--- src/sv/hbd_pkg.sv ---
// ----------------------------------------------------------------------------
// Halfband decimator package
// Widths, register map and command types shared by the decimator modules.
// ----------------------------------------------------------------------------
package hbd_pkg;

  localparam int BRANCH_TAPS   = 8;
  localparam int CENTRE_ODD    = 1;
  localparam int SAMPLE_BITS   = 24;

  localparam int NUM_TAP_REGS  = 8;
  localparam int TAP_BITS      = 18;
  localparam int FRAC_BITS     = 17;
  localparam int EXTRA_DELAY   = 1 - CENTRE_ODD;
  localparam int HIST_LEN      = BRANCH_TAPS + EXTRA_DELAY;
  localparam int DELAY_DEPTH   = BRANCH_TAPS / 2;

  localparam int REG_IDX_W     = $clog2(NUM_TAP_REGS);
  localparam int PADDR_W       = REG_IDX_W + 2;
  localparam int PDATA_W       = 32;

  localparam int TAP_IDX_W     = (BRANCH_TAPS > 1) ? $clog2(BRANCH_TAPS) : 1;
  localparam int HIST_IDX_W    = (HIST_LEN > 1) ? $clog2(HIST_LEN) : 1;
  localparam int CNT_W         = $clog2(BRANCH_TAPS + 1);

  localparam int PROD_W        = SAMPLE_BITS + TAP_BITS;
  localparam int ACC_W         = PROD_W + 4;
  localparam int RES_W         = ACC_W - FRAC_BITS;

  typedef logic signed [SAMPLE_BITS-1:0] sample_t;
  typedef logic signed [TAP_BITS-1:0]    tap_t;
  typedef tap_t                          tap_arr_t [NUM_TAP_REGS];

  typedef struct packed {
    logic                 load;
    logic                 mul_en;
    logic                 acc_en;
    logic                 out_load;
    logic [TAP_IDX_W-1:0] tap_idx;
  } dp_cmd_t;

endpackage

--- src/sv/hbd_cfg.sv ---
// ----------------------------------------------------------------------------
// Halfband decimator coefficient registers
// APB-style register file holding the branch coefficients.
// ----------------------------------------------------------------------------
module hbd_cfg import hbd_pkg::*; (
  input  logic               clk_i,
  input  logic               rst_ni,
  input  logic               psel,
  input  logic               penable,
  input  logic               pwrite,
  input  logic [PADDR_W-1:0] paddr,
  input  logic [PDATA_W-1:0] pwdata,
  output logic [PDATA_W-1:0] prdata,
  output logic               pready,
  output tap_arr_t           taps_o
);

  tap_arr_t              tap_q;
  logic [REG_IDX_W-1:0]  reg_idx;
  logic                  wr_en;
  tap_t                  rd_tap;

  assign reg_idx = paddr[PADDR_W-1:2];
  assign wr_en   = psel && penable && pwrite;
  assign pready  = 1'b1;
  assign rd_tap  = tap_q[reg_idx];
  assign prdata  = {{(PDATA_W-TAP_BITS){rd_tap[TAP_BITS-1]}}, rd_tap};
  assign taps_o  = tap_q;

  always_ff @(posedge clk_i or negedge rst_ni) begin
    if (!rst_ni) begin
      for (int i = 0; i < NUM_TAP_REGS; i++) begin
        tap_q[i] <= '0;
      end
    end else if (wr_en) begin
      tap_q[reg_idx] <= pwdata[TAP_BITS-1:0];
    end
  end

endmodule

--- src/sv/hbd_ctrl.sv ---
// ----------------------------------------------------------------------------
// Halfband decimator controller
// Sequences load, multiply-accumulate and output write for each transaction.
// ----------------------------------------------------------------------------
module hbd_ctrl import hbd_pkg::*; (
  input  logic    clk_i,
  input  logic    rst_ni,
  input  logic    in_valid_i,
  output logic    in_stall_o,
  output logic    out_valid_o,
  input  logic    out_stall_i,
  output dp_cmd_t cmd_o
);

  localparam logic [1:0] S_IDLE  = 2'd0;
  localparam logic [1:0] S_RUN   = 2'd1;
  localparam logic [1:0] S_WRITE = 2'd2;

  logic [1:0]       state_q, state_d;
  logic [CNT_W-1:0] cnt_q, cnt_d;
  logic             out_valid_q, out_valid_d;
  logic             accept;
  logic             out_free;

  assign in_stall_o  = (state_q != S_IDLE);
  assign accept      = in_valid_i && !in_stall_o;
  assign out_free    = !out_valid_q || !out_stall_i;
  assign out_valid_o = out_valid_q;

  always_comb begin
    state_d        = state_q;
    cnt_d          = cnt_q;
    cmd_o.load     = 1'b0;
    cmd_o.mul_en   = 1'b0;
    cmd_o.acc_en   = 1'b0;
    cmd_o.out_load = 1'b0;
    cmd_o.tap_idx  = cnt_q[TAP_IDX_W-1:0];
    case (state_q)
      S_IDLE: begin
        if (accept) begin
          cmd_o.load = 1'b1;
          cnt_d      = '0;
          state_d    = S_RUN;
        end
      end
      S_RUN: begin
        cmd_o.mul_en = (cnt_q < CNT_W'(BRANCH_TAPS));
        cmd_o.acc_en = (cnt_q != '0);
        if (cnt_q == CNT_W'(BRANCH_TAPS)) begin
          state_d = S_WRITE;
        end else begin
          cnt_d = cnt_q + CNT_W'(1);
        end
      end
      S_WRITE: begin
        if (out_free) begin
          cmd_o.out_load = 1'b1;
          state_d        = S_IDLE;
        end
      end
      default: begin
        state_d = S_IDLE;
      end
    endcase
  end

  always_comb begin
    out_valid_d = out_valid_q;
    if (cmd_o.out_load) begin
      out_valid_d = 1'b1;
    end else if (out_valid_q && !out_stall_i) begin
      out_valid_d = 1'b0;
    end
  end

  always_ff @(posedge clk_i or negedge rst_ni) begin
    if (!rst_ni) begin
      state_q     <= S_IDLE;
      cnt_q       <= '0;
      out_valid_q <= 1'b0;
    end else begin
      state_q     <= state_d;
      cnt_q       <= cnt_d;
      out_valid_q <= out_valid_d;
    end
  end

endmodule

--- src/sv/hbd_datapath.sv ---
// ----------------------------------------------------------------------------
// Halfband decimator datapath
// Branch histories, one shared multiplier, accumulator, rounding and clamp.
// ----------------------------------------------------------------------------
module hbd_datapath import hbd_pkg::*; (
  input  logic     clk_i,
  input  logic     rst_ni,
  input  dp_cmd_t  cmd_i,
  input  tap_arr_t taps_i,
  input  sample_t  sample_first_i,
  input  sample_t  sample_second_i,
  output sample_t  sample_out_o
);

  sample_t                  hist_q [HIST_LEN];
  sample_t                  dly_q  [DELAY_DEPTH];
  logic signed [PROD_W-1:0] prod_q;
  logic signed [ACC_W-1:0]  acc_q;
  sample_t                  out_q;

  sample_t                  to_filter;
  sample_t                  to_delay;
  sample_t                  delayed;
  logic [HIST_IDX_W-1:0]    hist_idx;
  sample_t                  hist_sel;
  tap_t                     tap_sel;
  logic signed [ACC_W-1:0]  acc_init;
  logic signed [RES_W-1:0]  res;
  logic                     ovf;
  sample_t                  sat;

  assign to_filter = (CENTRE_ODD != 0) ? sample_first_i  : sample_second_i;
  assign to_delay  = (CENTRE_ODD != 0) ? sample_second_i : sample_first_i;
  assign delayed   = dly_q[DELAY_DEPTH-1];

  assign hist_idx  = HIST_IDX_W'(cmd_i.tap_idx) + HIST_IDX_W'(EXTRA_DELAY);
  assign hist_sel  = hist_q[hist_idx];
  assign tap_sel   = taps_i[REG_IDX_W'(cmd_i.tap_idx)];

  assign acc_init  = (ACC_W'(delayed) <<< (FRAC_BITS - 1))
                   + ACC_W'(signed'({1'b0, 1'b1, {(FRAC_BITS-1){1'b0}}}));

  assign res = acc_q[ACC_W-1:FRAC_BITS];
  assign ovf = (res[RES_W-1:SAMPLE_BITS-1] != {(RES_W-SAMPLE_BITS+1){1'b0}})
            && (res[RES_W-1:SAMPLE_BITS-1] != {(RES_W-SAMPLE_BITS+1){1'b1}});

  always_comb begin
    if (ovf) begin
      sat = res[RES_W-1] ? {1'b1, {(SAMPLE_BITS-1){1'b0}}}
                         : {1'b0, {(SAMPLE_BITS-1){1'b1}}};
    end else begin
      sat = res[SAMPLE_BITS-1:0];
    end
  end

  assign sample_out_o = out_q;

  always_ff @(posedge clk_i or negedge rst_ni) begin
    if (!rst_ni) begin
      for (int i = 0; i < HIST_LEN; i++) begin
        hist_q[i] <= '0;
      end
      for (int i = 0; i < DELAY_DEPTH; i++) begin
        dly_q[i] <= '0;
      end
    end else if (cmd_i.load) begin
      hist_q[0] <= to_filter;
      for (int i = 1; i < HIST_LEN; i++) begin
        hist_q[i] <= hist_q[i-1];
      end
      dly_q[0] <= to_delay;
      for (int i = 1; i < DELAY_DEPTH; i++) begin
        dly_q[i] <= dly_q[i-1];
      end
    end
  end

  always_ff @(posedge clk_i) begin
    if (cmd_i.mul_en) begin
      prod_q <= hist_sel * tap_sel;
    end
    if (cmd_i.load) begin
      acc_q <= acc_init;
    end else if (cmd_i.acc_en) begin
      acc_q <= acc_q + ACC_W'(prod_q);
    end
    if (cmd_i.out_load) begin
      out_q <= sat;
    end
  end

endmodule

--- src/sv/halfband_decimator_by_two_top.sv ---
// ----------------------------------------------------------------------------
// Halfband decimator by two
// Polyphase halfband decimator: one output sample per input sample pair.
// ----------------------------------------------------------------------------
//  channel  | valid        | stall        | payload
//  ---------+--------------+--------------+---------------------------------
//  input    | in_valid_i   | in_stall_o   | sample_first_i, sample_second_i
//  output   | out_valid_o  | out_stall_i  | sample_out_o
//  config   | psel/penable | pready (=1)  | paddr, pwdata, prdata
//
//  A transaction steps the single shared multiplier once per branch tap,
//  with load, drain and write steps around it.
//  The output register holds a finished sample while the next pair is taken.
//  A stalled output holds the write step until the register frees up.
//  Reset clears coefficients, both branch histories and all control state.
// ----------------------------------------------------------------------------
module halfband_decimator_by_two_top import hbd_pkg::*; (
  input  logic               clk_i,
  input  logic               rst_ni,
  input  logic               in_valid_i,
  output logic               in_stall_o,
  input  sample_t            sample_first_i,
  input  sample_t            sample_second_i,
  output logic               out_valid_o,
  input  logic               out_stall_i,
  output sample_t            sample_out_o,
  input  logic               psel,
  input  logic               penable,
  input  logic               pwrite,
  input  logic [PADDR_W-1:0] paddr,
  input  logic [PDATA_W-1:0] pwdata,
  output logic [PDATA_W-1:0] prdata,
  output logic               pready
);

  tap_arr_t taps;
  dp_cmd_t  cmd;

  hbd_cfg u_cfg (
    .clk_i   (clk_i),
    .rst_ni  (rst_ni),
    .psel    (psel),
    .penable (penable),
    .pwrite  (pwrite),
    .paddr   (paddr),
    .pwdata  (pwdata),
    .prdata  (prdata),
    .pready  (pready),
    .taps_o  (taps)
  );

  hbd_ctrl u_ctrl (
    .clk_i       (clk_i),
    .rst_ni      (rst_ni),
    .in_valid_i  (in_valid_i),
    .in_stall_o  (in_stall_o),
    .out_valid_o (out_valid_o),
    .out_stall_i (out_stall_i),
    .cmd_o       (cmd)
  );

  hbd_datapath u_datapath (
    .clk_i           (clk_i),
    .rst_ni          (rst_ni),
    .cmd_i           (cmd),
    .taps_i          (taps),
    .sample_first_i  (sample_first_i),
    .sample_second_i (sample_second_i),
    .sample_out_o    (sample_out_o)
  );

endmodule

--- config.mk ---
export PLATFORM = sky130hd
export DESIGN_NAME = halfband_decimator_by_two_top
export DESIGN_NICKNAME = d
export VERILOG_FILES = /design/src/sv/hbd_pkg.sv /design/src/sv/hbd_cfg.sv /design/src/sv/hbd_ctrl.sv /design/src/sv/hbd_datapath.sv /design/src/sv/halfband_decimator_by_two_top.sv
export SDC_FILE = /design/constraint.sdc
export NUM_CORES = 2
export LEC_CHECK = 0
export ABC_AREA = 0
export BUFFER_PORTS_ARGS = -buffer_cell sky130_fd_sc_hd__buf_4
export CORE_MARGIN = 4
export CORE_UTILIZATION = 64
export CTS_CLUSTER_DIAMETER = 120
export CTS_CLUSTER_SIZE = 40
export DETAILED_ROUTE_END_ITERATION = 10
export PLACE_DENSITY = 0.82
export SYNTH_ARGS = -nofsm -noshare
export SYNTH_HDL_FRONTEND = slang
export SYNTH_SLANG_ARGS = --single-unit
--- constraint.sdc ---
create_clock -name clk_i -period 10.2 [get_ports clk_i]
set_input_delay 2.04 -clock clk_i [delete_from_list [all_inputs] [get_ports clk_i]]
set_output_delay 2.04 -clock clk_i [all_outputs]
set_load 0.005 [all_outputs]
==> reports/results.ini <==
[setup_path]
critical_path.startpoint_type = flip-flop
crit_start = u_ctrl.cnt_q[0]$_DFFE_PN0P_
endpoint = u_datapath.prod_q[41]$_DFFE_PP_
cp_max_fo = 29
critPathCaptureType = flip-flop
regToRegStartpoint = u_ctrl.cnt_q[0]$_DFFE_PN0P_
cpLargestDelayFamily = adder cells
worstPathRequired_ns = 10.54
path_class = reg2reg
r2r_setup_slack_ns = 1.65
crit_cells = 25
path_buf_inv = 6
r2r-end = u_datapath.prod_q[41]$_DFFE_PP_
worst_r2r_path_depth = 25
cpMostUsedCell = fa_1
worstPathArrival_ns = 8.89
critPathSlowestCell = dfrtp_4
slowest_delay_ns = 0.84

[drt]
drtPass1Iterations = 7
drt-total-wl_mm = 98.2
vias = 30143
post_drt_via_cell_ratio = 5.90
ant_nets = 0
drc = 0
first_iter_violations = 2595
wire_per_inst_um = 19.2

[synth]
synth-main-ff-cell = dfrtp_1
synthAdderAreaFrac_pct = 24.9
synth_fp_nets = 4929
synth_cells = 4258
synth-compound-area-share_pct = 6.13
synthArstFlopShare_pct = 79.7
yosysSeqAreaShare_pct = 34.2
synth_top_family_by_area = adder cells
synth_edf_count = 112
ys_warn_count = 0
yosysTopAreaCellShare_pct = 26.2
yosysTopAreaCell = dfrtp_1
syn-cell-area_mm2 = 0.0420
synth.distinct_cells = 74
post-synth-top-count-cell = nand2_1
yosys.area_share.xor_xnor_pct = 2.15
synth_mux_area_share_pct = 9.89
synth.top_cells.by_count = 1187 x nand2_1, 532 x inv_1, 439 x dfrtp_1, 426 x fa_1, 183 x nor2_1
syn_area_per_cell_um2 = 9.86
netlist_top_cells_area = dfrtp_1 26%, fa_1 20%, nand2_1 11%, edfxtp_1 8.0%, mux2_2 4.9%
synthSimpleGateAreaFrac_pct = 15.9
ys_seq_elements = 551

[grt]
grt_pass1_vias = 31129
grt_antenna_before_repair = 0
grt_max_degree = 180
overflow = 0
track_usage_pct = 28.3
grt_pass1_wl_mm = 162

[cells_and_area]
final_area_mm2 = 0.0443
post_route_cells_drive_above_1_share_pct = 11.8
n_fill_cell = 4758
area_growth_pct = 5.38
fin_nets = 4920
diodes = 0

[die]
row_count = 93
initial_utilization_pct = 64.9
boundaryPins = 151
dieWidth_um = 264
die_h_um = 264
dieArea_mm2 = 0.0698
core-area_mm2 = 0.0647

[worst_hold_path]
hold_path_class = reg2reg
hold_depth = 2

[timing]
period_needed_ns = 8.55
rsz0062_at_grt = no
min_period_over_period_pct = 83.8
tns_ns = 0
slew_headroom_pct = 18.4
fmax_mhz = 117
clock_skew_ns = 0.0429
drv_slew = 0
hold_violations = 0
setup_violations = 0
worst_slew_pin_slew_ns = 1.22

[clock_network]
h-tree-depth = 1
ctsHoldBuffers = 0
post_cts_buffers = 0
clkTransAtPathRegs_ns = 0.14
cts-resized-gates = 0
cts_tree = done
cts_num_sinks = 551
clockBufferDepth = 3
cts_buffers = 18
clock_latency_ns = 0.60
root_buffer = clkbuf_16

[placed_design]
post_dp_cell_area_mm2 = 0.0437
place_congestion = 0.926
dp_hpwl_mm = 71.6
portBuffers = 133

[status]
status = complete, no violations

[run]
cap_violations = 0

## layout by cell type (no fill, tap or decap), types with 4 or more instances in the layout
cell          n
and3b_1       4
dfrtp_1     436
inv_1       532
mux4_2       84
clkbuf_1      4
and2_1       65
o21ai_0      47
mux2i_1      17
o21a_1       19
nor2_1      183
clkbuf_16    18
mux2_2      182
nand3_1      26
a211o_1       5
xnor2_1      70
nand4_1      37
a21oi_1      82
ha_1        153
o2111ai_1     4
xor2_1       33
buf_4       179
a31oi_1      13
a211oi_1     13
and3_1        8
o21bai_1     13
o211ai_1      7
o21ai_1       8
nand2b_1     13
nor3_1       27
buf_12        4
and4_1        4
edfxtp_1    112
a22oi_1      73
a21o_1       61
nand2_1    1186
fa_1        426
nor2b_1      32
## worst min-delay path by stage
stage                                                start                           endpoint  slack [ns]
after global routing      u_datapath.dly_q[51]$_DFFE_PN0P_   u_datapath.dly_q[27]$_DFFE_PN0P_        0.50
final                     u_datapath.dly_q[60]$_DFFE_PN0P_   u_datapath.dly_q[36]$_DFFE_PN0P_        0.47
after global placement    u_datapath.dly_q[26]$_DFFE_PN0P_  u_datapath.delayed[2]$_DFFE_PN0P_        0.45
after floorplan           u_datapath.dly_q[24]$_DFFE_PN0P_  u_datapath.delayed[0]$_DFFE_PN0P_        0.44
after detailed placement  u_datapath.dly_q[81]$_DFFE_PN0P_   u_datapath.dly_q[57]$_DFFE_PN0P_        0.45
after CTS                 u_datapath.dly_q[81]$_DFFE_PN0P_   u_datapath.dly_q[57]$_DFFE_PN0P_        0.47
## metal layers
layer  part of all wire (%)  up-vias  track usage [%]
met5                      0        -                0
li1                       -    13566                -
met1                     40    15091             38.6
met4                    3.5        0             8.82
met2                     49     1253             47.4
met3                    8.0      233             4.64
## kinds of logic (layout without fill, tap and decap cells)
logic type,Yosys count,after routing
compound gates,376,376
simple gates,1616,1616
xor+xnor,103,103
mux,287,287
other cells,1,1
fa+ha+maj,579,579
flops,551,551
buf+inv,745,743
## worst min-delay path, delay by kind of cell (launching register included)
family           cells  cell delay (ns)
and+or+nand+nor      2             0.10
DFF                  1             0.37
## area by class of cell
class	count	area [µm²]	share of cell area, %
Clock buffer	22	465	1.05
Clock inverter	5	77.6	0.175
Inverter	532	2000	4.51
Multi-Input combinational cell	2962	24800	56.1
Sequential cell	551	14400	32.4
Tap cell	855	1070	2.42
Timing Repair Buffer	184	1440	3.25
## sequential cells by signal (all words and copies together) (netlist names)
register,flops
u_datapath.dly_q,72
u_ctrl.state_q,2
u_ctrl.cnt_q,4
u_datapath.prod_q,42
u_datapath.hist_q,192
u_datapath.sample_out_o,24
u_ctrl.out_valid_o,1
u_datapath.delayed,24
u_datapath.acc_q,46
u_cfg.taps_o,144
## stage by stage
step | worst slack [ns] | hold slack, ns | cells | util [%]
finish | 1.65 | 0.467 | 5111 | 68.4
global placement | 1.81 | 0.451 | 5084 | 67.6
detailed placement | 1.69 | 0.450 | 5084 | 67.6
floorplan | 2.77 | 0.439 | 4258 | -
global route | 1.19 | 0.504 | 5111 | 68.4
CTS | 1.63 | 0.474 | 5111 | 68.4
Power is left out: the tool's default activity adds up to more than one toggle a clock period on the data nets, which glitch-free logic cannot reach.
